File: config.mk
export PLATFORM = sky130hd
export DESIGN_NAME = contrast_stretch_top
export DESIGN_NICKNAME = d
export VERILOG_FILES = /design/src/hdl/cs_pkg.sv /design/src/hdl/cs_div.sv /design/src/hdl/cs_seq.sv /design/src/hdl/contrast_stretch_top.sv
export SDC_FILE = /design/constraint.sdc
export NUM_CORES = 1
export LEC_CHECK = 0
export BUFFER_PORTS_ARGS = -buffer_cell sky130_fd_sc_hd__buf_2
export CORE_MARGIN = 10
export CORE_UTILIZATION = 30
export CTS_BUF_LIST = sky130_fd_sc_hd__clkbuf_16
export DETAILED_ROUTE_END_ITERATION = 10
export PLACE_DENSITY_LB_ADDON = 0.2
export SYNTH_ARGS = -nofsm -noshare
export SYNTH_HDL_FRONTEND = slang
export SYNTH_SLANG_ARGS = --single-unit
File: constraint.sdc
create_clock -name i_clk -period 7.5 [get_ports i_clk]
set_input_delay 1.125 -clock i_clk [delete_from_list [all_inputs] [get_ports i_clk]]
set_output_delay 1.125 -clock i_clk [all_outputs]
set_load 0.05 [all_outputs]
File: src/hdl/cs_pkg.sv
`default_nettype none

package cs_pkg;

    localparam int PIX_W     = 8;
    localparam int DIV_RADIX = 2;
    localparam int NUM_W     = 2 * PIX_W;
    localparam int DIV_STEPS = NUM_W / DIV_RADIX;
    localparam int CNT_W     = $clog2(DIV_STEPS);
    localparam int CFG_IDX_W = 8;

    localparam logic [PIX_W-1:0] PIX_MAX = '1;
    localparam logic [PIX_W-1:0] PIX_MIN = '0;

    localparam logic OP_MEASURE = 1'b0;
    localparam logic OP_REMAP   = 1'b1;

    localparam logic [CFG_IDX_W-1:0] REG_TARGET_LOW  = CFG_IDX_W'(0);
    localparam logic [CFG_IDX_W-1:0] REG_TARGET_HIGH = CFG_IDX_W'(1);

    typedef enum logic [1:0] {
        S_IDLE,
        S_LOAD,
        S_DIV,
        S_EMIT
    } t_state;

    typedef struct packed {
        logic ready;
        logic div_load;
        logic div_step;
        logic emit;
    } t_ctrl;

endpackage

`default_nettype wire

File: src/hdl/cs_div.sv
`default_nettype none

module cs_div (
    input  wire                      i_clk,
    input  wire cs_pkg::t_ctrl       i_ctrl,
    input  wire [cs_pkg::PIX_W-1:0]  i_mag_a,
    input  wire [cs_pkg::PIX_W-1:0]  i_mag_b,
    input  wire [cs_pkg::PIX_W-1:0]  i_den,
    output logic [cs_pkg::NUM_W-1:0] o_quot
);
    import cs_pkg::*;

    logic [NUM_W-1:0] r_dvd;
    logic [NUM_W-1:0] n_dvd;
    logic [PIX_W-1:0] r_rem;
    logic [PIX_W-1:0] n_rem;

    // two restoring steps per cycle, quotient bits shift in at the bottom
    always_comb begin
        logic [PIX_W:0]   t;
        logic [PIX_W-1:0] rem;
        logic [NUM_W-1:0] dvd;
        rem = r_rem;
        dvd = r_dvd;
        for (int k = 0; k < DIV_RADIX; k++) begin
            t   = {rem, dvd[NUM_W-1]};
            dvd = {dvd[NUM_W-2:0], 1'b0};
            if (t >= {1'b0, i_den}) begin
                rem    = PIX_W'(t - {1'b0, i_den});
                dvd[0] = 1'b1;
            end else begin
                rem = t[PIX_W-1:0];
            end
        end
        n_rem = rem;
        n_dvd = dvd;
    end

    always_ff @(posedge i_clk) begin
        if (i_ctrl.div_load) begin
            r_dvd <= NUM_W'(i_mag_a) * NUM_W'(i_mag_b);
            r_rem <= '0;
        end else if (i_ctrl.div_step) begin
            r_dvd <= n_dvd;
            r_rem <= n_rem;
        end
    end

    assign o_quot = r_dvd;

endmodule

`default_nettype wire

File: src/hdl/cs_seq.sv
`default_nettype none

module cs_seq (
    input  wire                 i_clk,
    input  wire                 i_rst_n,
    input  wire                 i_start_calc,
    input  wire                 i_start_pass,
    input  wire                 i_out_free,
    output cs_pkg::t_ctrl       o_ctrl
);
    import cs_pkg::*;

    t_state           r_state;
    t_state           n_state;
    logic [CNT_W-1:0] r_cnt;
    logic [CNT_W-1:0] n_cnt;

    always_comb begin
        n_state = r_state;
        n_cnt   = r_cnt;
        case (r_state)
            S_IDLE: begin
                if (i_start_calc) begin
                    n_state = S_LOAD;
                end else if (i_start_pass) begin
                    n_state = S_EMIT;
                end
            end
            S_LOAD: begin
                n_cnt   = '0;
                n_state = S_DIV;
            end
            S_DIV: begin
                n_cnt = r_cnt + CNT_W'(1);
                if (r_cnt == CNT_W'(DIV_STEPS - 1)) begin
                    n_state = S_EMIT;
                end
            end
            S_EMIT: begin
                if (i_out_free) begin
                    n_state = S_IDLE;
                end
            end
            default: n_state = S_IDLE;
        endcase
    end

    always_comb begin
        o_ctrl = '0;
        case (r_state)
            S_IDLE: o_ctrl.ready    = 1'b1;
            S_LOAD: o_ctrl.div_load = 1'b1;
            S_DIV:  o_ctrl.div_step = 1'b1;
            S_EMIT: o_ctrl.emit     = i_out_free;
            default: o_ctrl = '0;
        endcase
    end

    always_ff @(posedge i_clk) begin
        if (!i_rst_n) begin
            r_state <= S_IDLE;
            r_cnt   <= '0;
        end else begin
            r_state <= n_state;
            r_cnt   <= n_cnt;
        end
    end

endmodule

`default_nettype wire

File: src/hdl/contrast_stretch_top.sv
`default_nettype none

// Min-max contrast stretch on 8-bit pixels. A measure transaction (op 0) folds its pixel
// into the running lowest and highest intensity in the cycle it is taken, frame_start
// first discarding the earlier figures; it gives no result and the port is ready again
// in the next cycle. A remap transaction (op 1) returns
// (pixel - lowest) * (target_high - target_low) / (highest - lowest) + target_low,
// signed, quotient truncated toward zero, kept modulo 256. With a flat or unmeasured
// range the pixel comes back unchanged with passed_through set, skipping the load and
// divide states. Otherwise a remap passes through a load of the 8x8 product, then the
// two-bit-per-cycle restoring divider over the 16-bit product, and a write of the output
// register; the input port is not ready meanwhile, and a finished remap waits, with the
// input port still not ready, while that register holds an untaken result. The user must
// write target_low and target_high through the configuration port only while the block
// is idle; the block itself does not enforce this.
module contrast_stretch_top (
    input  wire        i_clk,
    input  wire        i_rst_n,
    input  wire        i_s_tvalid,
    output logic       o_s_tready,
    input  wire  [7:0] i_s_tdata,   // pixel
    input  wire  [1:0] i_s_tuser,   // op, frame_start
    output logic       o_m_tvalid,
    input  wire        i_m_tready,
    output logic [7:0] o_m_tdata,   // pixel_out
    output logic       o_m_tuser,   // passed_through
    input  wire        i_cfg_valid,
    output logic       o_cfg_ready,
    input  wire  [7:0] i_cfg_index,
    input  wire  [7:0] i_cfg_data
);
    import cs_pkg::*;

    t_ctrl            ctrl;
    logic             s_acc;
    logic             is_measure;
    logic             is_remap;
    logic             flat;
    logic             out_free;
    logic [PIX_W-1:0] pix;
    logic [PIX_W-1:0] low_base;
    logic [PIX_W-1:0] high_base;
    logic [PIX_W:0]   diff_a;
    logic [PIX_W:0]   diff_b;
    logic [PIX_W:0]   neg_a;
    logic [PIX_W:0]   neg_b;
    logic [NUM_W-1:0] quot;
    logic [NUM_W-1:0] quot_s;
    logic [PIX_W-1:0] result;

    logic [PIX_W-1:0] r_target_low;
    logic [PIX_W-1:0] r_target_high;
    logic [PIX_W-1:0] r_lowest;
    logic [PIX_W-1:0] r_highest;
    logic             r_stats_valid;
    logic [PIX_W-1:0] r_pix;
    logic             r_pass;
    logic             r_neg;
    logic [PIX_W-1:0] r_mag_a;
    logic [PIX_W-1:0] r_mag_b;
    logic [PIX_W-1:0] r_den;
    logic             r_out_valid;
    logic [PIX_W-1:0] r_out_pixel;
    logic             r_out_pass;

    assign pix        = i_s_tdata;
    assign o_s_tready = ctrl.ready;
    assign s_acc      = i_s_tvalid && o_s_tready;
    assign is_measure = s_acc && (i_s_tuser[0] == OP_MEASURE);
    assign is_remap   = s_acc && (i_s_tuser[0] == OP_REMAP);
    assign flat       = !r_stats_valid || (r_lowest == r_highest);
    assign out_free   = !r_out_valid || i_m_tready;
    assign o_cfg_ready = 1'b1;

    assign low_base  = i_s_tuser[1] ? PIX_MAX : r_lowest;
    assign high_base = i_s_tuser[1] ? PIX_MIN : r_highest;

    assign diff_a = {1'b0, pix} - {1'b0, r_lowest};
    assign diff_b = {1'b0, r_target_high} - {1'b0, r_target_low};
    assign neg_a  = -diff_a;
    assign neg_b  = -diff_b;

    assign quot_s = r_neg ? -quot : quot;
    assign result = quot_s[PIX_W-1:0] + r_target_low;

    cs_seq u_seq (
        .i_clk        (i_clk),
        .i_rst_n      (i_rst_n),
        .i_start_calc (is_remap && !flat),
        .i_start_pass (is_remap && flat),
        .i_out_free   (out_free),
        .o_ctrl       (ctrl)
    );

    cs_div u_div (
        .i_clk   (i_clk),
        .i_ctrl  (ctrl),
        .i_mag_a (r_mag_a),
        .i_mag_b (r_mag_b),
        .i_den   (r_den),
        .o_quot  (quot)
    );

    always_ff @(posedge i_clk) begin
        if (!i_rst_n) begin
            r_target_low  <= PIX_MIN;
            r_target_high <= PIX_MAX;
            r_lowest      <= PIX_MAX;
            r_highest     <= PIX_MIN;
            r_stats_valid <= 1'b0;
            r_out_valid   <= 1'b0;
        end else begin
            if (i_cfg_valid && o_cfg_ready) begin
                case (i_cfg_index)
                    REG_TARGET_LOW:  r_target_low  <= i_cfg_data;
                    REG_TARGET_HIGH: r_target_high <= i_cfg_data;
                    default: ;
                endcase
            end
            if (is_measure) begin
                r_lowest      <= (pix < low_base) ? pix : low_base;
                r_highest     <= (pix > high_base) ? pix : high_base;
                r_stats_valid <= 1'b1;
            end
            if (ctrl.emit) begin
                r_out_valid <= 1'b1;
            end else if (i_m_tready) begin
                r_out_valid <= 1'b0;
            end
        end
    end

    always_ff @(posedge i_clk) begin
        if (is_remap) begin
            r_pix   <= pix;
            r_pass  <= flat;
            r_neg   <= diff_a[PIX_W] ^ diff_b[PIX_W];
            r_mag_a <= diff_a[PIX_W] ? neg_a[PIX_W-1:0] : diff_a[PIX_W-1:0];
            r_mag_b <= diff_b[PIX_W] ? neg_b[PIX_W-1:0] : diff_b[PIX_W-1:0];
            r_den   <= r_highest - r_lowest;
        end
        if (ctrl.emit) begin
            r_out_pixel <= r_pass ? r_pix : result;
            r_out_pass  <= r_pass;
        end
    end

    assign o_m_tvalid = r_out_valid;
    assign o_m_tdata  = r_out_pixel;
    assign o_m_tuser  = r_out_pass;

`ifndef SYNTHESIS
    a_busy_not_ready: assert property (@(posedge i_clk) disable iff (!i_rst_n)
        (ctrl.div_load || ctrl.div_step) |-> !o_s_tready)
        else $error("input ready while divider busy");

    a_measure_sets_valid: assert property (@(posedge i_clk) disable iff (!i_rst_n)
        is_measure |=> r_stats_valid)
        else $error("statistics not valid after measure");

    a_stats_ordered: assert property (@(posedge i_clk) disable iff (!i_rst_n)
        r_stats_valid |-> (r_lowest <= r_highest))
        else $error("lowest above highest");

    a_emit_into_free: assert property (@(posedge i_clk) disable iff (!i_rst_n)
        ctrl.emit |-> (!o_m_tvalid || i_m_tready))
        else $error("result written over untaken result");
`endif

endmodule

`default_nettype wire

==> results of run 1 <==
-- power breakdown --
group,leakage (nW),internal (mW),switching [mW]
sequential,0.904,0.812,0.102
combinational,3.16,1.58,1.83
clock,0.158,0.283,0.238
-- Yosys cell counts (all sizes together), types with 13 or more instances --
cell type    n  area (µm²)
o21ai       41       216.5
inv        106       397.9
nor2b       15       96.34
nor3        13       65.06
xnor2       37       324.1
and2        53       332.8
a21o        14       105.1
clkbuf      13       48.80
xor2        18       157.7
nor2        71       276.5
edfxtp      59        1772
ha         106        1326
a21oi       33       165.2
nand2       61       229.0
dfxtp       47       940.9
mux2i       26       260.3
mux2        18       206.4
o21a        14       105.1
fa          42       840.8
-- kinds of logic (layout without fill, tap and decap cells) --
family | count (synthesis) | in the layout
flip-flops | 106 | 106
AND/OR/NAND/NOR | 261 | 261
multiplexers | 44 | 44
other | 1 | 1
buffers and inverters | 121 | 166
adder cells (fa/ha/maj) | 148 | 148
AO/OA/AOI/OAI | 171 | 171
XOR/XNOR | 55 | 55
-- worst paths after layout --
check                                                 start                          end
worst max-delay path                   r_mag_a[1]$_DFFE_PP_   u_div.o_quot[15]$_DFFE_PP_
worst min-delay path            u_seq.r_cnt[1]$_SDFFE_PN0P_  u_seq.r_cnt[1]$_SDFFE_PN0P_
worst max register to register         r_mag_a[1]$_DFFE_PP_   u_div.o_quot[15]$_DFFE_PP_
worst min register to register  u_seq.r_cnt[1]$_SDFFE_PN0P_  u_seq.r_cnt[1]$_SDFFE_PN0P_
-- per-stage QoR --
step	power (mW)	util, %	hold WS [ns]
2_1_floorplan	3.671	-	0.4404
3_3_place_gp	4.336	32.73	0.4587
3_5_place_dp	4.357	32.73	0.4622
4_1_cts	4.913	33.84	0.4794
5_1_grt	5.430	33.84	0.4909
6_report	4.844	33.84	0.4765
-- registers in the layout, summed over array words and instances, names as in the netlist --
| register | count |
|---|---|
| r_pass | 1 |
| r_stats_valid | 1 |
| r_den | 8 |
| r_target_low | 8 |
| u_seq.r_state | 2 |
| r_neg | 1 |
| o_m_tvalid | 1 |
| u_div.o_quot | 16 |
| r_pix | 8 |
| r_mag_b | 8 |
| o_m_tdata | 8 |
| u_seq.r_cnt | 3 |
| r_target_high | 8 |
| r_highest | 8 |
| o_m_tuser | 1 |
| r_lowest | 8 |
| u_div.r_rem | 8 |
| r_mag_a | 8 |
-- metal layers --
layer | global-route usage [%] | vias to the layer above
met2 | 19.60 | 65
met4 | 2.855 | 0
met5 | 0 | -
met1 | 16.24 | 2968
met3 | 1.658 | 15
li1 | - | 3218
-- worst max-delay path: stages (launching register included) --
cell      delay, ns
edfxtp_1       0.51
and2_1         0.23
fa_1           0.51
fa_1           0.51
fa_1           0.55
inv_1          0.06
fa_1           0.52
inv_1          0.04
ha_1           0.23
or3_1          0.35
o221a_2        0.25
o211ai_1       0.25
o21ai_0        0.16
xnor2_1        0.17
a21oi_1        0.09
-- final cells by class --
type	instances	share of cell area, %
timing repair buffer	44	2.338
clock buffer	10	2.569
clock inverter	6	0.7066
inverter	106	4.085
tap	384	4.933
multi-input combinational	680	57.52
sequential	106	27.85
==> impl_metrics.toml, run 1 <==
[cts]
cts_root_buf = "clkbuf_16"
cts_sinks = 106
cts_buffer_depth = 2
cts_setup_buffers = 0
ctsHoldBuffers = 0
cts-resized-gates = 0
h-tree-depth = 3
cts_tree = "built"
clk_pin_slew_worst_paths_ns = 0.07
cts_buffers = 9
clock_latency_ns = 0.36

[drt]
avgRoutedWirePerCell_um = 15.70
viasPerCell = 4.690
ant_nets = 0
drc = 0
drtPass1Iterations = 4
routed-wl-met2_um = 9600
dr.max_layer_used = "met4"
vias = 6266
routed_wl_um = 20970
drtIter0Drc = 239
met3_length_um = 524
met1Wirelength_um = 10590

[grt]
grt_max_degree = 36
gr-total-overflow = 0
grt_pass1_vias = 6569
antenna_found_initial = 0
grt_pass1_wl_um = 34990
grt.total_usage_pct = 11.95

[timing]
fin_tns_setup_ns = 0
max_freq_ghz = 0.2132
final_hold_viol_count = 0
fin_crit_sh_pct = 62.55
setup_ws_ns = 2.809
tightestPinTransition_ns = 0.9343
setup_viol = 0
finClkSkew_ns = 0.008801
period_needed_ns = 4.691
drv_slew = 0
rsz0062_at_grt = "no"
slew_headroom_pct = 37.71

[logic_synthesis]
synth-adder-area-share_pct = 24.67
synth_area_per_cell_um2 = 9.684
ys_ff_latch = 106
async_reset_ff_share_pct = 0
yosysSeqAreaShare_pct = 30.88
synthCells = 907
synth-main-ff-cell = "edfxtp_1"
synth-edff-count = 59
ys_warn_count = 0
synth_area_mm2 = 0.008783
muxShareOfSynthArea_pct = 5.313
synth_compound_area_share_pct = 13.33
synth_xor_area_share_pct = 5.484
syn_nets = 1086
synth_cell_types = 66
synth_top_family_by_area = "adder cells"
synth-simple-area-share_pct = 14.93

[setup_path]
crit_arrival_ns = 4.79
cp-end-kind = "register"
path_class = "reg2reg"
cp-start-kind = "register"
worstPathMaxFanout = 8
reg2regPathDepth = 14
cp_data_required_time_ns = 7.60
ff2ff_setup_slack_ns = 2.81

[layout]
syn_to_final_growth_pct = 10.88
drive_gt1_share_pct = 10.08
final_cell_mix = "inv_1, ha_1, nor2_1, nand2_1, edfxtp_1"
regArea_mm2 = 0.002713
fin_area_mm2 = 0.009739
fin_cells = 1336
num_antenna_cells = 0
multiInputGateArea_mm2 = 0.005602
n_fill_cell = 2939
fin_nets = 1126

[worst_hold_path]
min_path_cells = 2
hold_class = "reg2reg"

[placement]
dp_hpwl_um = 16760
placedInstanceArea_mm2 = 0.009420
dp_cells = 1320
port_buffers = 41
gp_congestion = 0.8013
post-place-ws_ns = 2.800

[power]
power_density_mw_per_mm2 = 497.4
ir_worst_vdd_mv = 0.3102
p_leak_nw = 4.227

[die]
design.core.area_mm2 = 0.02878
start_util_pct = 30.52
die_w_um = 191.1
fp-row-count = 62
die_area_mm2 = 0.03652
die_h_um = 191.1
pin_count = 43

[job]
cap_viol_max_count = 0

[outcome]
status = "completed"
No activity file was read; power rests on OpenSTA's default activity.
==> inputs of run 2 (changes only) <==
--- a/config.mk
+++ b/config.mk
@@ -5,6 +5,7 @@
 export SDC_FILE = /design/constraint.sdc
 export NUM_CORES = 1
 export LEC_CHECK = 0
+export ABC_AREA = 1
 export BUFFER_PORTS_ARGS = -buffer_cell sky130_fd_sc_hd__buf_2
 export CORE_MARGIN = 10
 export CORE_UTILIZATION = 30
==> constraint.sdc (replaced) <==
create_clock -name i_clk -period 3.8 [get_ports i_clk]
set_input_delay 0.57 -clock i_clk [delete_from_list [all_inputs] [get_ports i_clk]]
set_output_delay 0.57 -clock i_clk [all_outputs]
set_load 0.05 [all_outputs]
==> run 2 against run 1 <==
Effect of this change: flip-flop and latch count stayed put; hold slack worse by 0.051 ns; first-iteration DRC count is 41% higher; the flow now finishes with violations (setup timing); sequential share of layout area is 3.1 points lower; global-route usage is 0.64 points higher; highest routed layer is now met5; critical path type unchanged; final cell count is 28% higher.
==> impl_metrics.toml, run 2 <==
[drt]
avgRoutedWirePerCell_um = 13.84
viasPerCell = 4.576
drc = 0
ant_nets = 0
routed_wl_um = 23720
drtPass1Iterations = 5
vias = 7839
drtIter0Drc = 337

[placement]
dp_hpwl_um = 19180
gp_congestion = 0.8223
port_buffers = 41
dp_cells = 1682

[timing]
slew_headroom_pct = 29.90
setup_viol = 9
rsz0062_at_grt = "yes"
fin_tns_setup_ns = -1.660
final_hold_viol_count = 0
finClkSkew_ns = 0.008765
period_needed_ns = 4.061
setup_ws_ns = -0.2611
max_freq_ghz = 0.2462
drv_slew = 0
tightestPinTransition_ns = 1.052
fin_crit_sh_pct = 106.9

[logic_synthesis]
synth-main-ff-cell = "edfxtp_1"
ys_warn_count = 0
synth_cell_types = 45
yosys.area.top_type = "edfxtp_1"
synth_common_cells = "nand2_1, inv_1, ha_1"
synth-edff-count = 59
yosys.area.top_type_share_pct = 18.87
synth.area.top_cells = "edfxtp_1, ha_1, nand2_1"
synth_area_mm2 = 0.009390
syn_nets = 1412
synthCells = 1233
synth_most_common_cell = "nand2_1"
ys_ff_latch = 106
async_reset_ff_share_pct = 0
synth_area_per_cell_um2 = 7.616
yosysSeqAreaShare_pct = 28.89

[setup_path]
cp_top_family = "adder cells"
cp-start-kind = "register"
crit_arrival_ns = 4.18
slowest_delay_ns = 0.54
critPathSlowestCell = "fa_1"
path_class = "reg2reg"
cp-end-kind = "register"
worstPathMaxFanout = 6
cp_data_required_time_ns = 3.92
path_cells = "buf_4 -> nand2_2 -> inv_2 -> fa_2 -> fa_1 -> fa_1 -> inv_1 -> fa_1 -> inv_2 -> ha_4 -> a21oi_2 -> o21ai_2 -> a21oi_2 -> o21ai_2 -> or2_4 -> nand3_2 -> nand2_1"
cpMostUsedCell = "fa_1"
path_buf_inv = 4

[die]
die_w_um = 196.9
die_area_mm2 = 0.03878
design.core.area_mm2 = 0.03075
fp-row-count = 64
die_h_um = 196.9
pin_count = 43
start_util_pct = 30.54

[cts]
cts_root_buf = "clkbuf_16"
clock_latency_ns = 0.36
cts_buffers = 9
clk_pin_slew_worst_paths_ns = 0.08
cts_buffer_depth = 2
ctsHoldBuffers = 0
cts_sinks = 106
h-tree-depth = 3
cts_tree = "built"

[worst_hold_path]
hold_class = "in2reg"

[layout]
syn_to_final_growth_pct = 16.91
n_fill_cell = 3308
post-route-util_pct = 35.70
final_common_cell = "nand2_1"
fin_nets = 1491
final_cell_mix = "nand2_1, inv_1, ha_1, a21oi_1, nand3_1"
num_antenna_cells = 0
fin_cells = 1713
largest_register_ffs = 16
drive_gt1_share_pct = 15.11

[grt]
antenna_found_initial = 1
grt_pass1_vias = 7781
gr-total-overflow = 0
grt_pass1_wl_um = 39650
grt.total_usage_pct = 12.59
grt_max_degree = 32

[outcome]
violations = "setup timing"
status = "complete, but fails checks"

[job]
cap_viol_max_count = 0
==> run 2: changes by cell type in the layout (fill, tap and decap cells not counted), moves of 15 or more <==
cell and delta:
o21ai_0 +15, and2_1 -52, mux2_2 -17, nand3_1 +57, xnor2_1 -23, nand2_1 +230
a21oi_1 +43, mux2i_1 -26, nand4_1 +19, buf_4 +56, inv_1 +106
==> run 2: layer usage <==
layer / share of wire [%] / wire length [µm] / track usage [%]
met1: 50 / 11790 / 16.67
met2: 46 / 10940 / 20.86
met3: 2.7 / 630 / 1.976
met4: 1.5 / 348 / 3.332
met5: 0.030 / 7 / 0
==> run 2: worst paths after layout <==
path	from	end	slack, ns	cells past startpoint
hold / removal	i_s_tdata[0]	r_pix[0]$_DFFE_PP_	0.43	1
hold reg to reg	u_seq.r_cnt[1]$_SDFFE_PN0P_	u_seq.r_cnt[1]$_SDFFE_PN0P_	0.47	2
setup / recovery	r_mag_a[3]$_DFFE_PP_	u_div.o_quot[10]$_DFFE_PP_	-0.26	17
setup reg to reg	r_mag_a[3]$_DFFE_PP_	u_div.o_quot[10]$_DFFE_PP_	-0.26	17
==> run 2: per-stage QoR <==
stage                     hold WS (ns)  setup slack, ns  area, µm²
after floorplan                 0.4289         -0.08914       9567
after global placement          0.4533          -0.2746      10410
after detailed placement        0.4585          -0.3395      10410
after CTS                       0.4092          -0.2625      10860
after global routing            0.4242          -0.4676      10980
final                           0.4252          -0.2611      10980
==> run 2: kinds of logic (layout without fill, tap and decap cells) <==
logic type / after synthesis / in the layout / synth area share, %
adders and majority gates: 148 / 148 / 23.08
other: 1 / 1 / 0.03994
xor gates and xnor gates: 45 / 45 / 4.197
buffers and inverters: 261 / 345 / 10.54
DFF: 106 / 106 / 28.89
and+or+nand+nor: 495 / 495 / 23.08
AOI/OAI and AO/OA: 177 / 177 / 10.18
==> run 2: timing repair <==
item,4_1_cts,5_1_grt
pin swaps,19,8
gates resized for setup,27,22
setup buffers,11,5
setup endpoints to repair,10,11
==> run 2: area by class of cell <==
class,instances,area (µm²),share of cell area (%)
sequential,106,2713,24.71
clock buffer,9,225.2,2.052
clock inverter,7,52.55,0.4787
multi-input combinational,866,5952,54.22
timing repair buffer,104,693.2,6.314
inverter,225,847.1,7.716
tap,396,495.5,4.513
Power of run 2 is not shown: default switching activity piles up to over one toggle a cycle in this logic, so the estimate is an artifact.
==> inputs of run 3 (changes only) <==
--- a/config.mk
+++ b/config.mk
@@ -7,6 +7,8 @@
 export LEC_CHECK = 0
 export ABC_AREA = 1
 export BUFFER_PORTS_ARGS = -buffer_cell sky130_fd_sc_hd__buf_2
+export CELL_PAD_IN_SITES_DETAIL_PLACEMENT = 0
+export CELL_PAD_IN_SITES_GLOBAL_PLACEMENT = 1
 export CORE_MARGIN = 10
 export CORE_UTILIZATION = 30
 export CTS_BUF_LIST = sky130_fd_sc_hd__clkbuf_16
==> run 3 against run 2 <==
Effect of this change: the flow still finishes with violations (setup timing); first-iteration DRC count shrank 8.0%; register-to-register slack better by 0.06 ns; critical endpoint is now u_div.o_quot[11]$_DFFE_PP_; maximum frequency up 1.6%; final cell count hardly changed; worst setup slack gained 0.063 ns.
==> impl_metrics.toml, run 3 (same netlist as run 2, synthesis figures left out) <==
[timing]
tightestPinTransition_ns = 1.172
finClkSkew_ns = 0.01406
setup_ws_ns = -0.1984
final_hold_viol_count = 0
rsz0062_at_grt = "yes"
period_needed_ns = 3.998
fin_crit_sh_pct = 105.2
drv_slew = 0
max_freq_ghz = 0.2501
setup_viol = 9
fin_tns_setup_ns = -1.427
slew_headroom_pct = 21.90

[setup_path]
cp-start-kind = "register"
ff2ff_setup_slack_ns = -0.20
cp_top_family = "adder cells"
cp-end-kind = "register"
slowest_delay_ns = 0.57
r2r_start = "r_mag_a[3]$_DFFE_PP_"
worstPathMaxFanout = 6
path_class = "reg2reg"
cp_data_required_time_ns = 3.88
critPathSlowestCell = "fa_1"
cpMostUsedCell = "fa_1"
path_buf_inv = 3
path_cells = "nand2_1 -> inv_2 -> fa_1 -> fa_1 -> fa_1 -> inv_1 -> fa_1 -> inv_2 -> ha_4 -> nand2_4 -> nor3_4 -> a21oi_2 -> o21ai_1 -> or2_4 -> a31oi_1"
reg2regPathDepth = 15
r2r-end = "u_div.o_quot[11]$_DFFE_PP_"
crit_arrival_ns = 4.08

[drt]
vias = 7821
avgRoutedWirePerCell_um = 14.33
drtIter0Drc = 310
drc = 0
viasPerCell = 4.568
drtPass1Iterations = 5
routed_wl_um = 24530
ant_nets = 0

[grt]
grt_max_degree = 32
grt_pass1_vias = 7997
grt_pass1_wl_um = 41170
grt.total_usage_pct = 12.99
gr-total-overflow = 0
antenna_found_initial = 0

[layout]
n_fill_cell = 3338
syn_to_final_growth_pct = 17.12
final_cell_mix = "nand2_1, inv_1, ha_1, a21oi_1, nand3_1"
multiInputGateArea_mm2 = 0.005989
largest_register_ffs = 16
fin_area_mm2 = 0.01100
final_common_cell = "nand2_1"
fin_nets = 1490
drive_gt1_share_pct = 14.59
num_antenna_cells = 0
regArea_mm2 = 0.002713

[outcome]
status = "complete, but fails checks"
violations = "setup timing"

[placement]
post-place-ws_ns = -0.3376
dp_hpwl_um = 19930
port_buffers = 41
placedInstanceArea_mm2 = 0.01041
gp_congestion = 0.8227

[die]
start_util_pct = 30.54
die_h_um = 196.9
design.core.area_mm2 = 0.03075
pin_count = 43
die_w_um = 196.9
die_area_mm2 = 0.03878
fp-row-count = 64

[cts]
h-tree-depth = 3
cts_tree = "built"
cts_buffers = 9
cts_sinks = 106
cts_root_buf = "clkbuf_16"
clk_pin_slew_worst_paths_ns = 0.08
clock_latency_ns = 0.35
cts_buffer_depth = 2

[worst_hold_path]
hold_class = "in2reg"
hold_path_end = "r_pix[0]$_DFFE_PP_"
min_from = "i_s_tdata[0]"
min_path_cells = 1

[job]
cap_viol_max_count = 0
run 3: cell types whose count changed in the layout (fill, tap and decap cells not counted), moves of 3 or more:
cell     change
inv_1        +4
o21ai_2      -3
a21oi_4      +3
a21oi_2      -3
run 3: how the worst max path moves through the flow:
stage | start | end | slack [ns] | cells past startpoint
final | r_mag_a[3]$_DFFE_PP_ | u_div.o_quot[11]$_DFFE_PP_ | -0.20 | 15
after global routing | r_mag_b[4]$_DFFE_PP_ | u_div.o_quot[15]$_DFFE_PP_ | -0.39 | 16
after CTS | r_mag_b[2]$_DFFE_PP_ | u_div.o_quot[11]$_DFFE_PP_ | -0.23 | 16
after floorplan | r_mag_a[2]$_DFFE_PP_ | u_div.o_quot[10]$_DFFE_PP_ | -0.09 | 17
after detailed placement | r_mag_a[3]$_DFFE_PP_ | u_div.o_quot[10]$_DFFE_PP_ | -0.34 | 16
after global placement | r_mag_a[2]$_DFFE_PP_ | u_div.o_quot[10]$_DFFE_PP_ | -0.23 | 16
run 3: layout make-up:
class / instances / area share (%)
clock inverter: 7 / 0.3527
timing repair buffer: 103 / 6.269
inverter: 225 / 7.702
multi-input combinational: 866 / 54.46
clock buffer: 9 / 2.048
tap: 396 / 4.505
sequential: 106 / 24.66
run 3: what timing repair did:
item                       in CTS  in global routing
cloned                          0                  0
buffers inserted               10                  5
resized for setup              33                 23
hold buffers                    0                  0
pin swaps                      26                 12
setup endpoints to repair      10                 15
run 3: worst reg2reg max path: cells and delay by family, from the launching register on:
family                     cells  cell delay, ns
adders and majority gates      5            2.29
DFF                            1            0.51
and+or+nand+nor                4            0.50
AOI/OAI and AO/OA              3            0.30
buffers and inverters          3            0.14
run 3: layer usage:
| metal | track usage, % | vias to the layer above | share of wire [%] |
|---|---|---|---|
| met3 | 1.670 | 14 | 2.4 |
| met2 | 22.43 | 85 | 48 |
| met4 | 2.478 | 0 | 1.0 |
| li1 | - | 4135 | - |
| met1 | 17.04 | 3587 | 49 |
| met5 | 0 | - | 0 |
run 3: metrics by stage:
stage / utilization (%) / hold WS [ns] / std cells
floorplan: - / 0.4289 / 1233
global placement: 33.87 / 0.4445 / 1682
detailed placement: 33.87 / 0.4492 / 1682
CTS: 35.34 / 0.4176 / 1707
global route: 35.77 / 0.4228 / 1712
finish: 35.77 / 0.4325 / 1712
Power of run 3 is left out for the same reason.
